File: src/design/totp_pkg.sv
// Shared types, constants and helper functions for the TOTP generator and verifier.
// Depends on nothing; every other file in the design uses it by scoped names.
package totp_pkg;

  // Limits of the block.
  localparam int MaxKeyBytes = 24;
  localparam int MaxWindow   = 15;
  localparam int KeyLim      = (MaxKeyBytes > 64) ? 64 : MaxKeyBytes;

  // Widths.
  localparam int CfgIdxW = 3;
  localparam int StepW   = $clog2(2 * MaxWindow + 2);
  localparam int CodeW   = 30;

  // Configuration register indexes.
  localparam logic [CfgIdxW-1:0] RegKey0     = 3'd0;
  localparam logic [CfgIdxW-1:0] RegKey1     = 3'd1;
  localparam logic [CfgIdxW-1:0] RegKey2     = 3'd2;
  localparam logic [CfgIdxW-1:0] RegKeyLen   = 3'd3;
  localparam logic [CfgIdxW-1:0] RegDigits   = 3'd4;
  localparam logic [CfgIdxW-1:0] RegWindow   = 3'd5;

  // SHA-1 blocks of one HMAC evaluation, in order.
  localparam logic [1:0] BlkInnerKey = 2'd0;
  localparam logic [1:0] BlkInnerMsg = 2'd1;
  localparam logic [1:0] BlkOuterKey = 2'd2;
  localparam logic [1:0] BlkOuterMsg = 2'd3;

  localparam logic [6:0] LastRound   = 7'd79;
  localparam logic [6:0] LastModStep = 7'd30;

  // SHA-1 initial hash value.
  localparam logic [31:0] Iv0 = 32'h67452301;
  localparam logic [31:0] Iv1 = 32'hEFCDAB89;
  localparam logic [31:0] Iv2 = 32'h98BADCFE;
  localparam logic [31:0] Iv3 = 32'h10325476;
  localparam logic [31:0] Iv4 = 32'hC3D2E1F0;

  // Commands from the controller to the datapath.
  typedef struct packed {
    logic             capture;
    logic             load;
    logic             round;
    logic             feed;
    logic             trunc;
    logic             mod_step;
    logic             check;
    logic [1:0]       blk;
    logic [6:0]       rnd;
    logic [StepW-1:0] step;
  } totp_cmd_t;

  // Status from the datapath to the controller.
  typedef struct packed {
    logic hit;
    logic last_step;
  } totp_status_t;

  // Ten to the given power, saturated at nine digits.
  function automatic logic [CodeW-1:0] pow10(input logic [3:0] digits);
    logic [CodeW-1:0] r;
    case (digits)
      4'd0:    r = 30'd1;
      4'd1:    r = 30'd10;
      4'd2:    r = 30'd100;
      4'd3:    r = 30'd1000;
      4'd4:    r = 30'd10000;
      4'd5:    r = 30'd100000;
      4'd6:    r = 30'd1000000;
      4'd7:    r = 30'd10000000;
      4'd8:    r = 30'd100000000;
      default: r = 30'd1000000000;
    endcase
    return r;
  endfunction

endpackage

File: src/design/totp_datapath.sv
// Datapath of the TOTP block: configuration registers, SHA-1 round unit with its
// message schedule, HMAC chaining, dynamic truncation and bit-serial modulo reduction.
// Depends on totp_pkg.
module totp_datapath (
  input  logic                          clk_i,
  input  logic                          rst_ni,
  input  logic                          cfg_we_i,
  input  logic [totp_pkg::CfgIdxW-1:0]  cfg_index_i,
  input  logic [63:0]                   cfg_wdata_i,
  input  logic [63:0]                   time_counter_i,
  input  logic [29:0]                   candidate_password_i,
  input  totp_pkg::totp_cmd_t           cmd_i,
  output totp_pkg::totp_status_t        status_o,
  output logic [29:0]                   otp_code_o,
  output logic                          matched_o
);

  logic [63:0]  key0_q, key1_q, key2_q;
  logic [4:0]   key_len_q;
  logic [3:0]   digits_q;
  logic [3:0]   window_q;

  logic [63:0]  base_q;
  logic [29:0]  cand_q;
  logic [31:0]  a_q, b_q, c_q, d_q, e_q;
  logic [31:0]  h_q [5];
  logic [159:0] inner_q;
  logic [31:0]  w_q [16];
  logic [30:0]  rem_q;
  logic [30:0]  sv_q;
  logic [29:0]  code_q;
  logic         hit_q;

  // Configuration registers.
  always_ff @(posedge clk_i or negedge rst_ni) begin
    if (!rst_ni) begin
      key0_q    <= '0;
      key1_q    <= '0;
      key2_q    <= '0;
      key_len_q <= 5'd20;
      digits_q  <= 4'd6;
      window_q  <= 4'd0;
    end else if (cfg_we_i) begin
      case (cfg_index_i)
        totp_pkg::RegKey0:   key0_q    <= cfg_wdata_i;
        totp_pkg::RegKey1:   key1_q    <= cfg_wdata_i;
        totp_pkg::RegKey2:   key2_q    <= cfg_wdata_i;
        totp_pkg::RegKeyLen: key_len_q <= cfg_wdata_i[4:0];
        totp_pkg::RegDigits: digits_q  <= cfg_wdata_i[3:0];
        totp_pkg::RegWindow: window_q  <= cfg_wdata_i[3:0];
        default: ;
      endcase
    end
  end

  // Key padded to one block, bytes past the length in use reading as zero.
  logic [6:0]   eff_len;
  logic [191:0] key_regs;
  logic [511:0] key_blk;
  always_comb begin
    eff_len  = ({2'b00, key_len_q} > 7'(totp_pkg::KeyLim)) ? 7'(totp_pkg::KeyLim)
                                                            : {2'b00, key_len_q};
    key_regs = {key0_q, key1_q, key2_q};
    key_blk  = '0;
    for (int i = 0; i < 24; i++) begin
      if (7'(i) < eff_len) begin
        key_blk[511 - 8*i -: 8] = key_regs[191 - 8*i -: 8];
      end
    end
  end

  // Counter for the current code: the base, then base-k and base+k in turn.
  localparam int StepKW = totp_pkg::StepW;
  logic [StepKW-1:0] k_off;
  logic [63:0] cur_ctr;
  always_comb begin
    k_off   = StepKW'((({1'b0, cmd_i.step}) + 1'b1) >> 1);
    cur_ctr = cmd_i.step[0] ? base_q - 64'(k_off) : base_q + 64'(k_off);
  end

  // Message block selected for loading.
  logic [511:0] blk_words;
  always_comb begin
    case (cmd_i.blk)
      totp_pkg::BlkInnerKey: blk_words = key_blk ^ {64{8'h36}};
      totp_pkg::BlkInnerMsg: blk_words = {cur_ctr, 32'h80000000, 384'd0, 32'd576};
      totp_pkg::BlkOuterKey: blk_words = key_blk ^ {64{8'h5C}};
      default:               blk_words = {inner_q, 32'h80000000, 288'd0, 32'd672};
    endcase
  end

  // One SHA-1 round.
  logic [31:0] f_val, k_val, t_val, w_new;
  always_comb begin
    if (cmd_i.rnd < 7'd20) begin
      f_val = (b_q & c_q) | (~b_q & d_q);
      k_val = 32'h5A827999;
    end else if (cmd_i.rnd < 7'd40) begin
      f_val = b_q ^ c_q ^ d_q;
      k_val = 32'h6ED9EBA1;
    end else if (cmd_i.rnd < 7'd60) begin
      f_val = (b_q & c_q) | (b_q & d_q) | (c_q & d_q);
      k_val = 32'h8F1BBCDC;
    end else begin
      f_val = b_q ^ c_q ^ d_q;
      k_val = 32'hCA62C1D6;
    end
    t_val = {a_q[26:0], a_q[31:27]} + f_val + e_q + k_val + w_q[0];
    w_new = w_q[13] ^ w_q[8] ^ w_q[2] ^ w_q[0];
    w_new = {w_new[30:0], w_new[31]};
  end

  // Dynamic truncation of the final digest.
  logic [159:0] digest;
  logic [159:0] dig_sh;
  logic [3:0]   trunc_off;
  always_comb begin
    digest    = {h_q[0], h_q[1], h_q[2], h_q[3], h_q[4]};
    trunc_off = h_q[4][3:0];
    dig_sh    = digest >> {(5'd16 - {1'b0, trunc_off}), 3'b000};
  end

  // One restoring step of the reduction modulo ten to the digit count.
  logic [29:0] modulus;
  logic [31:0] rem_shift;
  logic [30:0] rem_next;
  logic        match;
  always_comb begin
    modulus   = totp_pkg::pow10((digits_q > 4'd9) ? 4'd9 : digits_q);
    rem_shift = {rem_q, sv_q[30]};
    rem_next  = (rem_shift >= {2'b00, modulus}) ? 31'(rem_shift - {2'b00, modulus})
                                                : rem_shift[30:0];
    match     = (rem_q[29:0] == cand_q);
  end

  // Hash state, schedule, reduction and result registers.
  always_ff @(posedge clk_i) begin
    if (cmd_i.capture) begin
      base_q <= time_counter_i;
      cand_q <= candidate_password_i;
    end
    if (cmd_i.load) begin
      for (int j = 0; j < 16; j++) begin
        w_q[j] <= blk_words[511 - 32*j -: 32];
      end
      if (cmd_i.blk == totp_pkg::BlkInnerKey || cmd_i.blk == totp_pkg::BlkOuterKey) begin
        h_q[0] <= totp_pkg::Iv0; h_q[1] <= totp_pkg::Iv1; h_q[2] <= totp_pkg::Iv2;
        h_q[3] <= totp_pkg::Iv3; h_q[4] <= totp_pkg::Iv4;
        a_q <= totp_pkg::Iv0; b_q <= totp_pkg::Iv1; c_q <= totp_pkg::Iv2;
        d_q <= totp_pkg::Iv3; e_q <= totp_pkg::Iv4;
      end else begin
        a_q <= h_q[0]; b_q <= h_q[1]; c_q <= h_q[2]; d_q <= h_q[3]; e_q <= h_q[4];
      end
    end
    if (cmd_i.round) begin
      a_q <= t_val;
      b_q <= a_q;
      c_q <= {b_q[1:0], b_q[31:2]};
      d_q <= c_q;
      e_q <= d_q;
      for (int j = 0; j < 15; j++) begin
        w_q[j] <= w_q[j+1];
      end
      w_q[15] <= w_new;
    end
    if (cmd_i.feed) begin
      h_q[0] <= h_q[0] + a_q;
      h_q[1] <= h_q[1] + b_q;
      h_q[2] <= h_q[2] + c_q;
      h_q[3] <= h_q[3] + d_q;
      h_q[4] <= h_q[4] + e_q;
      if (cmd_i.blk == totp_pkg::BlkInnerMsg) begin
        inner_q <= {h_q[0] + a_q, h_q[1] + b_q, h_q[2] + c_q, h_q[3] + d_q, h_q[4] + e_q};
      end
    end
    if (cmd_i.trunc) begin
      rem_q <= '0;
      sv_q  <= dig_sh[30:0];
    end
    if (cmd_i.mod_step) begin
      rem_q <= rem_next;
      sv_q  <= {sv_q[29:0], 1'b0};
    end
  end

  // Result flag and code, cleared of stale values by the first check of each item.
  always_ff @(posedge clk_i or negedge rst_ni) begin
    if (!rst_ni) begin
      code_q <= '0;
      hit_q  <= 1'b0;
    end else if (cmd_i.check) begin
      if (cmd_i.step == '0) begin
        code_q <= rem_q[29:0];
        hit_q  <= match;
      end else begin
        hit_q  <= hit_q | match;
      end
    end
  end

  // Status and results.
  logic [3:0] win_eff;
  always_comb begin
    win_eff            = (32'(window_q) > totp_pkg::MaxWindow) ? 4'(totp_pkg::MaxWindow)
                                                               : window_q;
    status_o.hit       = hit_q;
    status_o.last_step = ({1'b0, cmd_i.step} >= (StepKW + 1)'({win_eff, 1'b0}));
  end

  assign otp_code_o = code_q;
  assign matched_o  = hit_q;

endmodule

File: src/design/totp_ctrl.sv
// Controller of the TOTP block: sequences the four SHA-1 blocks of each code,
// the truncation and reduction, and the walk over the window of counters.
// Depends on totp_pkg.
module totp_ctrl (
  input  logic                   clk_i,
  input  logic                   rst_ni,
  input  logic                   start_i,
  input  totp_pkg::totp_status_t status_i,
  output totp_pkg::totp_cmd_t    cmd_o,
  output logic                   busy_o,
  output logic                   done_o
);

  typedef enum logic [2:0] {
    StIdle, StLoad, StRound, StFeed, StTrunc, StMod, StCheck, StNext
  } state_e;

  state_e                     state_q;
  logic [1:0]                 blk_q;
  logic [6:0]                 cnt_q;
  logic [totp_pkg::StepW-1:0] step_q;
  logic                       busy_q;
  logic                       done_q;

  // State, counters and registered outputs.
  always_ff @(posedge clk_i or negedge rst_ni) begin
    if (!rst_ni) begin
      state_q <= StIdle;
      blk_q   <= totp_pkg::BlkInnerKey;
      cnt_q   <= '0;
      step_q  <= '0;
      busy_q  <= 1'b0;
      done_q  <= 1'b0;
    end else begin
      done_q <= 1'b0;
      case (state_q)
        StIdle: begin
          if (start_i) begin
            state_q <= StLoad;
            blk_q   <= totp_pkg::BlkInnerKey;
            step_q  <= '0;
            busy_q  <= 1'b1;
          end
        end
        StLoad: begin
          cnt_q   <= '0;
          state_q <= StRound;
        end
        StRound: begin
          if (cnt_q == totp_pkg::LastRound) begin
            state_q <= StFeed;
          end else begin
            cnt_q <= cnt_q + 7'd1;
          end
        end
        StFeed: begin
          if (blk_q == totp_pkg::BlkOuterMsg) begin
            state_q <= StTrunc;
          end else begin
            blk_q   <= blk_q + 2'd1;
            state_q <= StLoad;
          end
        end
        StTrunc: begin
          cnt_q   <= '0;
          state_q <= StMod;
        end
        StMod: begin
          if (cnt_q == totp_pkg::LastModStep) begin
            state_q <= StCheck;
          end else begin
            cnt_q <= cnt_q + 7'd1;
          end
        end
        StCheck: begin
          state_q <= StNext;
        end
        StNext: begin
          if (status_i.hit || status_i.last_step) begin
            done_q  <= 1'b1;
            busy_q  <= 1'b0;
            state_q <= StIdle;
          end else begin
            step_q  <= step_q + 1'b1;
            blk_q   <= totp_pkg::BlkInnerKey;
            state_q <= StLoad;
          end
        end
        default: state_q <= StIdle;
      endcase
    end
  end

  // Commands decoded from the state.
  always_comb begin
    cmd_o          = '0;
    cmd_o.capture  = (state_q == StIdle) && start_i;
    cmd_o.load     = (state_q == StLoad);
    cmd_o.round    = (state_q == StRound);
    cmd_o.feed     = (state_q == StFeed);
    cmd_o.trunc    = (state_q == StTrunc);
    cmd_o.mod_step = (state_q == StMod);
    cmd_o.check    = (state_q == StCheck);
    cmd_o.blk      = blk_q;
    cmd_o.rnd      = cnt_q;
    cmd_o.step     = step_q;
  end

  assign busy_o = busy_q;
  assign done_o = done_q;

endmodule

File: src/design/totp_generate_and_verify.sv
// TOTP (HMAC-SHA1) generator and verifier. Each code takes four SHA-1 compressions
// on one shared round unit plus truncation and reduction. An item computes up to
// 1 + 2 * window codes, fewer when a match ends the walk early; one item is in work at a time.
// Reset is asynchronous and restores the configuration defaults; results are
// strobed for one cycle on done_o and the receiver cannot stall them.
module totp_generate_and_verify (
  input  logic                          clk_i,
  input  logic                          rst_ni,
  input  logic                          cfg_we_i,
  input  logic [totp_pkg::CfgIdxW-1:0]  cfg_index_i,
  input  logic [63:0]                   cfg_wdata_i,
  input  logic                          start_i,
  output logic                          busy_o,
  input  logic [63:0]                   time_counter_i,
  input  logic [29:0]                   candidate_password_i,
  output logic                          done_o,
  output logic [29:0]                   otp_code_o,
  output logic                          matched_o
);

  totp_pkg::totp_cmd_t    cmd;
  totp_pkg::totp_status_t status;

  // Sequencer.
  totp_ctrl u_ctrl (
    .clk_i    (clk_i),
    .rst_ni   (rst_ni),
    .start_i  (start_i),
    .status_i (status),
    .cmd_o    (cmd),
    .busy_o   (busy_o),
    .done_o   (done_o)
  );

  // Hashing and checking datapath.
  totp_datapath u_datapath (
    .clk_i                (clk_i),
    .rst_ni               (rst_ni),
    .cfg_we_i             (cfg_we_i),
    .cfg_index_i          (cfg_index_i),
    .cfg_wdata_i          (cfg_wdata_i),
    .time_counter_i       (time_counter_i),
    .candidate_password_i (candidate_password_i),
    .cmd_i                (cmd),
    .status_o             (status),
    .otp_code_o           (otp_code_o),
    .matched_o            (matched_o)
  );

endmodule
File: config.mk
export PLATFORM = sky130hd
export DESIGN_NAME = totp_generate_and_verify
export DESIGN_NICKNAME = d
export VERILOG_FILES = /design/src/design/totp_pkg.sv /design/src/design/totp_datapath.sv /design/src/design/totp_ctrl.sv /design/src/design/totp_generate_and_verify.sv
export SDC_FILE = /design/constraint.sdc
export NUM_CORES = 2
export LEC_CHECK = 0
export ABC_AREA = 0
export BUFFER_PORTS_ARGS = -buffer_cell sky130_fd_sc_hd__buf_2
export CAP_MARGIN = 10
export CORE_UTILIZATION = 40
export CTS_BUF_LIST = sky130_fd_sc_hd__clkbuf_4
export CTS_CLUSTER_DIAMETER = 40
export DETAILED_ROUTE_END_ITERATION = 10
export GPL_ROUTABILITY_DRIVEN = 0
export SYNTH_ARGS = -nofsm -noshare
export SYNTH_HDL_FRONTEND = slang
export SYNTH_SLANG_ARGS = --single-unit
File: constraint.sdc
create_clock -name clk_i -period 36.2 [get_ports clk_i]
set_input_delay 7.24 -clock clk_i [delete_from_list [all_inputs] [get_ports clk_i]]
set_output_delay 7.24 -clock clk_i [all_outputs]
set_load 0.05 [all_outputs]
# Word level (Yosys, flattened, before mapping)
# Memories as Yosys holds them, arrays and structs flattened.
# Cells that the tools add are included.
op_classes:
  add_sub_neg: 17
  n_lt_le_gt_ge: 31
  n_eq_ne: 26
  n_shift: 1
  muxes: 106
  n_bitwise: 37
  reduce_logical: 26
ops:
  columns: ["operator", "count"]
  rows:
  - ["case mux 512 bit (3 select lines)", 1]
  - ["2-to-1 mux 32 bit", 41]
  - ["NOT 256 bit", 2]
  - ["adder 32 bit", 9]
  - ["2-to-1 mux 8 bit", 24]
  - ["2-to-1 mux 31 bit", 6]
  - ["right shift 160 x 8 -> 31 bit", 1]
  - ["XOR 32 bit", 5]
  - ["AND 32 bit", 4]
  - ["bitwise OR 32 bit", 3]
  - ["adder 64 x 5 -> 64 bit", 1]
  - ["2-to-1 mux 64 bit", 1]
  - ["subtractor 64 x 5 -> 64 bit", 1]
  - ["< comparator 4 x 7 -> 1 bit (first input constant)", 8]
  - ["< comparator 5 x 7 -> 1 bit (first input constant)", 8]
  - [">= comparator 32 x 30 -> 1 bit", 1]
  - ["NOT 32 bit", 1]
  - ["subtractor 31 x 30 -> 31 bit", 1]
  - ["equality test 30 bit", 1]
  - ["< comparator 3 x 7 -> 1 bit (first input constant)", 4]
  - ["case mux 3 bit (8 select lines)", 1]
  - ["bitwise OR 1 bit", 22]
  - ["case mux 7 bit (3 select lines)", 1]
  - ["equality test 3 bit (second input constant)", 6]
  - ["other kinds (40)", 91]
word_totals:
  reg_bits: 731
  ramBits: 672
  rom_bits: 480
  inputBits: 165
  output_inout_bits: 33
  word_cells: 272
  n_memories: 3
memory_table:
  columns: ["memory", "depth", "word_bits", "rd", "rd_clocked_by_memory_dff", "write_ports", "line_no", "source"]
  rows:
  - ["u_datapath.w_q", 16, 32, 16, 0, 16, "totp_datapath.sv:28", "logic [31:0] w_q [16];"]
  - ["(no name shown)", 16, 30, 1, 0, 0, "totp_pkg.sv:62", "case (digits)"]
  - ["u_datapath.h_q", 5, 32, 5, 0, 5, "totp_datapath.sv:26", "logic [31:0] h_q [5];"]

# Depth between registers and ports, before layout
logic_depth:
  word_depth: 11
  ltp_mapped: 27
  mapped_depth_nobuf: 24

# By module
# A second synthesis with hierarchy kept.
hier_totals:
  cells_unflattened: 7142
  hier_area_um2: 79513.8
modules_own_cells:
  columns: ["mod", "n_inst", "cells_each", "area_each_um2", "seq_area_each_um2"]
  rows:
  - ["totp_datapath", 1, 7027, 78431.5, 40373.7]
  - ["totp_ctrl", 1, 115, 1082.3, 475.5]

# Worst setup path before layout
# OpenSTA, ideal clock, no wires.
synth_path:
  kind: "reg-to-reg"
  startpoint: "register u_ctrl.state_q[0]"
  endpoint: "register u_datapath.a_q[0] (enable)"
  setup_time_ps: 1934
  arrival_time_ps: 33051
  required_ps: 34266
  setup_slack_ps: 1215
  path_stages_with_launch: 5
  n_path_buf: 2
  period_less_slack_ps: 34985
  cell_sequence: "dfrtp_1 buf_2 buf_1 nand2b_1 a21oi_1"
synth_via:
  elab_chain_cells: 2
  word_cells_on_any_way: 3
  cone_classes: "eq/ne: 2; reduce/logical: 1"
synth_rtl:
  columns: ["element", "line_no", "source"]
  rows:
  - ["start: declaration", "totp_ctrl.sv:18", "state_e state_q;"]
  - ["start signal: assignment", "totp_ctrl.sv:28", "state_q <= StIdle;"]
  - ["start signal: assignment", "totp_ctrl.sv:39", "state_q <= StLoad;"]
  - ["start signal: assignment", "totp_ctrl.sv:47", "state_q <= StRound;"]
  - ["equality test 3 x 2 -> 1 bit or equality test 3 x 1 -> 1 bit (tied branches)", "totp_ctrl.sv:99, totp_ctrl.sv:98", null]
  - ["nonzero test 2 bit (no source line) *", null, null]
  - ["end signal: assignment", "totp_datapath.sv:149", "a_q <= totp_pkg::Iv0; b_q <= totp_pkg::Iv1; c_q <= totp_pkg::Iv2;"]
  - ["end signal: assignment", "totp_datapath.sv:152", "a_q <= h_q[0]; b_q <= h_q[1]; c_q <= h_q[2]; d_q <= h_q[3]; e_q <= h_q[4];"]
  - ["end signal: assignment", "totp_datapath.sv:156", "a_q <= t_val;"]
  - ["end: declaration", "totp_datapath.sv:25", "logic [31:0] a_q, b_q, c_q, d_q, e_q;"]
# Every way passes the cells marked *; elsewhere a longest branch is shown, timed or not.
# A chain may end at the register's enable or synchronous reset.

# Worst setup path in the final report
layout_path:
  startpoint: "register u_datapath.hit_q (netlist: u_datapath.matched_o)"
  endpoint: "output matched_o"
layout_lines:
  columns: ["element", "line_no", "source"]
  rows:
  - ["start: declaration", "totp_datapath.sv:32", "logic hit_q;"]
  - ["start signal: assignment", "totp_datapath.sv:194", "hit_q <= match;"]
  - ["start signal: assignment", "totp_datapath.sv:196", "hit_q <= hit_q | match;"]
  - ["end: declaration", "totp_generate_and_verify.sv:18", "output logic matched_o"]
# No word-level cell between the ends.

==> impl_metrics.csv <==
group,metric,value,unit
drt,drt_iter0_drc,9054,
placement,dp.final_hpwl,218000,um
placement,port_buffers,197,
clock_tree,ctsResizeCount,0,
global_routing,grt_pass1_wl,424000,um
synth,synth.distinct_cells,102,
global_routing,grtUsageTotal,28.8,%
worst_setup_path,crit_path_top_delay_cell,"dfrtp_1",
cells_and_area,multi_input_area,0.0374,mm^2
worst_setup_path,r2r_slack,28200,ps
cells_and_area,seq_area,0.0409,mm^2
clock_tree,clockBufferDepth,4,
worst_setup_path,start_kind,"flip-flop",
timing,finalHoldViolCount,0,
synth,synth_edf_count,1147,
clock_tree,post-cts-setup-buffer-count,0,
drt,vias,63900,
timing,worst_pin_slew,1280,ps
synth,syn_nets,7856,
run,maxCapViolations,0,
synth,yosysTopAreaCell,"edfxtp_1",
global_routing,grt_max_degree,196,
global_routing,grt_pass1_vias,60100,
cells_and_area,drive_gt1_share,17.2,%
worst_setup_path,crit_family,"flip-flops",
floorplanning,initial_core_util,40.4,%
synth,syn-cell-area,0.0807,mm^2
synth,synthTopCellsByCount,"edfxtp_1 (1,147), nand2_1 (727), a21oi_1 (579)",
drt,wl,300000,um
floorplanning,ios,198,
synth,post_synth.cell_area_avg,11.1,um^2
drt,wl_met2,124000,um
worst_setup_path,worst-path-buf-inv,1,
drt,via_per_inst,6.07,
drt,dr_wl_met3,38600,um
worst_setup_path,crit_type,"flip-flop to output port",
clock_tree,ctsHoldBuffers,0,
floorplanning,num_rows,164,
floorplanning,core_area,0.200,mm^2
timing,grt_setup_unrepaired,"no",
timing,slew_headroom,14.4,%
timing,fin_crit_sh,25.6,%
global_routing,grt_overflow,0,
floorplanning,dieArea,0.204,mm^2
clock_tree,htreeDepth,5,
hold_path,hp-class,"flip-flop to flip-flop",
cells_and_area,syn_to_final_growth,10.8,%
cells_and_area,fin_nets,8141,
cells_and_area,fillers,18700,
clock_tree,cts_tree,"yes",
floorplanning,die-height,451,um
synth,synth.yosys.seq_area_share,50.6,%
synth,ys.warnings.count,0,
clock_tree,clkSlewWorstSetupHoldPaths,60,ps
clock_tree,ctsRootBufferMaster,"clkbuf_4",
placement,place_ws,26630,ps
clock_tree,clk-insertion-delay-late,1410,ps
worst_setup_path,cp_cell_sequence,"buf_2",
drt,ant_nets,0,
synth,synth_seq_cells,1403,
synth,async_flop_share,18.2,%
drt,drc,36,
timing,tns,0,ps
worst_setup_path,cpPeakStageDelay,360,ps
timing,timing.final.ws_setup,26940,ps
timing,fin_skew,208,ps
synth,netlist_instances,7256,
timing,max_freq,108,MHz
drt,highest_layer,"met5",
worst_setup_path,cp.arrival,2020,ps
outcome,violations,"DRC",
drt,wl_per_cell,28.5,um
clock_tree,cts_sinks,1403,
cells_and_area,postLayoutCoreUtil,44.7,%
drt,wirelength_met1,117000,um
synth,synth_top_area_share,42.7,%
synth,synthTopCellsByArea,"edfxtp_1 (43%), dfrtp_1 (7.8%), ha_1 (4.9%), mux2_2 (3.7%), a21oi_1 (3.6%)",
floorplanning,die_w,451,um
timing,fin_crit,9260,ps
synth,synth_most_common_cell,"edfxtp_1",
timing,setup_violations,0,
drt,dr.pass1.iters,11,
synth,dominantRegCellSynth,"edfxtp_1",
timing,drv_slew,0,
clock_tree,numCtsBuffers,396,
worst_setup_path,required,28960,ps
global_routing,antenna_found_initial,44,
worst_setup_path,cp-end-kind,"output port",
worst_setup_path,crit_fanout,3,
outcome,status,"finished, violations left",
[path summary, 6_finish.rpt]
kind / from / endpoint / cells past startpoint
hold / removal: u_datapath.w_q[10][10]$_DFFE_PP_ / u_datapath.w_q[9][10]$_DFFE_PP_ / 1
max in group asynchronous: rst_ni / u_datapath.key2_q[47]$_DFFE_PN0P_ / 2
setup / recovery: u_datapath.matched_o$_DFFE_PN0P_ / matched_o / 1
min in group asynchronous: rst_ni / u_datapath.otp_code_o[15]$_DFFE_PN0P_ / 1
setup reg to reg: u_ctrl.cnt_q[2]$_DFFE_PN0P_ / u_datapath.a_q[28]$_DFFE_PP_ / 23
hold reg to reg: u_datapath.w_q[10][10]$_DFFE_PP_ / u_datapath.w_q[9][10]$_DFFE_PP_ / 1
[final cells by class]
class,instances,share of cell area (%)
Inverter,288,1.21
Tap cell,2656,3.71
Timing Repair Buffer,297,1.99
Clock buffer,597,5.01
Sequential cell,1403,45.7
Clock inverter,95,0.519
Multi-Input combinational cell,5155,41.8
Antenna cell,29,0.0811
[cell usage in the layout (no fill, tap or decap), drive strengths merged, types with 77 or more instances in the layout]
cell / instances
nor3: 100
xnor2: 233
nand2b: 107
clkinv: 92
a21oi: 582
buf: 297
mux2: 263
nor2: 432
mux2i: 186
nand3: 221
dfrtp: 251
a211oi: 82
and2: 134
ha: 314
fa: 121
xor2: 126
a21o: 306
o21ai: 367
inv: 287
clkbuf: 597
nand2: 727
mux4: 77
edfxtp: 1147
[stage by stage]
step | instances | hold WS [ps] | instance area [um^2]
floorplan | 7256 | 420 | 80700
global placement | 9799 | 435 | 84500
detailed placement | 9799 | 439 | 84500
CTS | 10500 | 435 | 89400
global route | 10500 | 452 | 89400
finish | 10500 | 444 | 89500
[layer usage]
layer / up-vias / track usage (%)
met2: 3978 / 40.3
li1: 27500 / -
met4: 18 / 17.8
met3: 751 / 9.38
met5: - / 0
met1: 31600 / 38.4
[sequential cells by signal, summed over array words and instances, names as in the netlist, 5 cells and up]
| register | count |
|---|---|
| u_ctrl.cnt_q | 7 |
| u_ctrl.step_q | 5 |
| u_datapath.a_q | 32 |
| u_datapath.b_q | 32 |
| u_datapath.base_q | 64 |
| u_datapath.c_q | 32 |
| u_datapath.cand_q | 30 |
| u_datapath.d_q | 32 |
| u_datapath.e_q | 32 |
| u_datapath.h_q | 160 |
| u_datapath.inner_q | 160 |
| u_datapath.key0_q | 64 |
| u_datapath.key1_q | 64 |
| u_datapath.key2_q | 64 |
| u_datapath.key_len_q | 5 |
| u_datapath.otp_code_o | 30 |
| u_datapath.rem_q | 31 |
| u_datapath.sv_q | 31 |
| u_datapath.w_q | 512 |
[cells by family (layout without fill, tap and decap cells)]
kind of cell | Yosys count | after routing | synth area share, %
other cells | 0 | 29 | 0
mux | 526 | 526 | 8.12
flops | 1403 | 1403 | 50.6
fa+ha+maj | 435 | 435 | 7.87
simple gates | 1998 | 1998 | 11.5
compound gates | 1837 | 1837 | 14.7
xor+xnor | 359 | 359 | 3.91
buf+inv | 698 | 1277 | 3.35
Power is left out: the tool's default activity adds up to more than one toggle a clock period on the data nets, which glitch-free logic cannot reach.
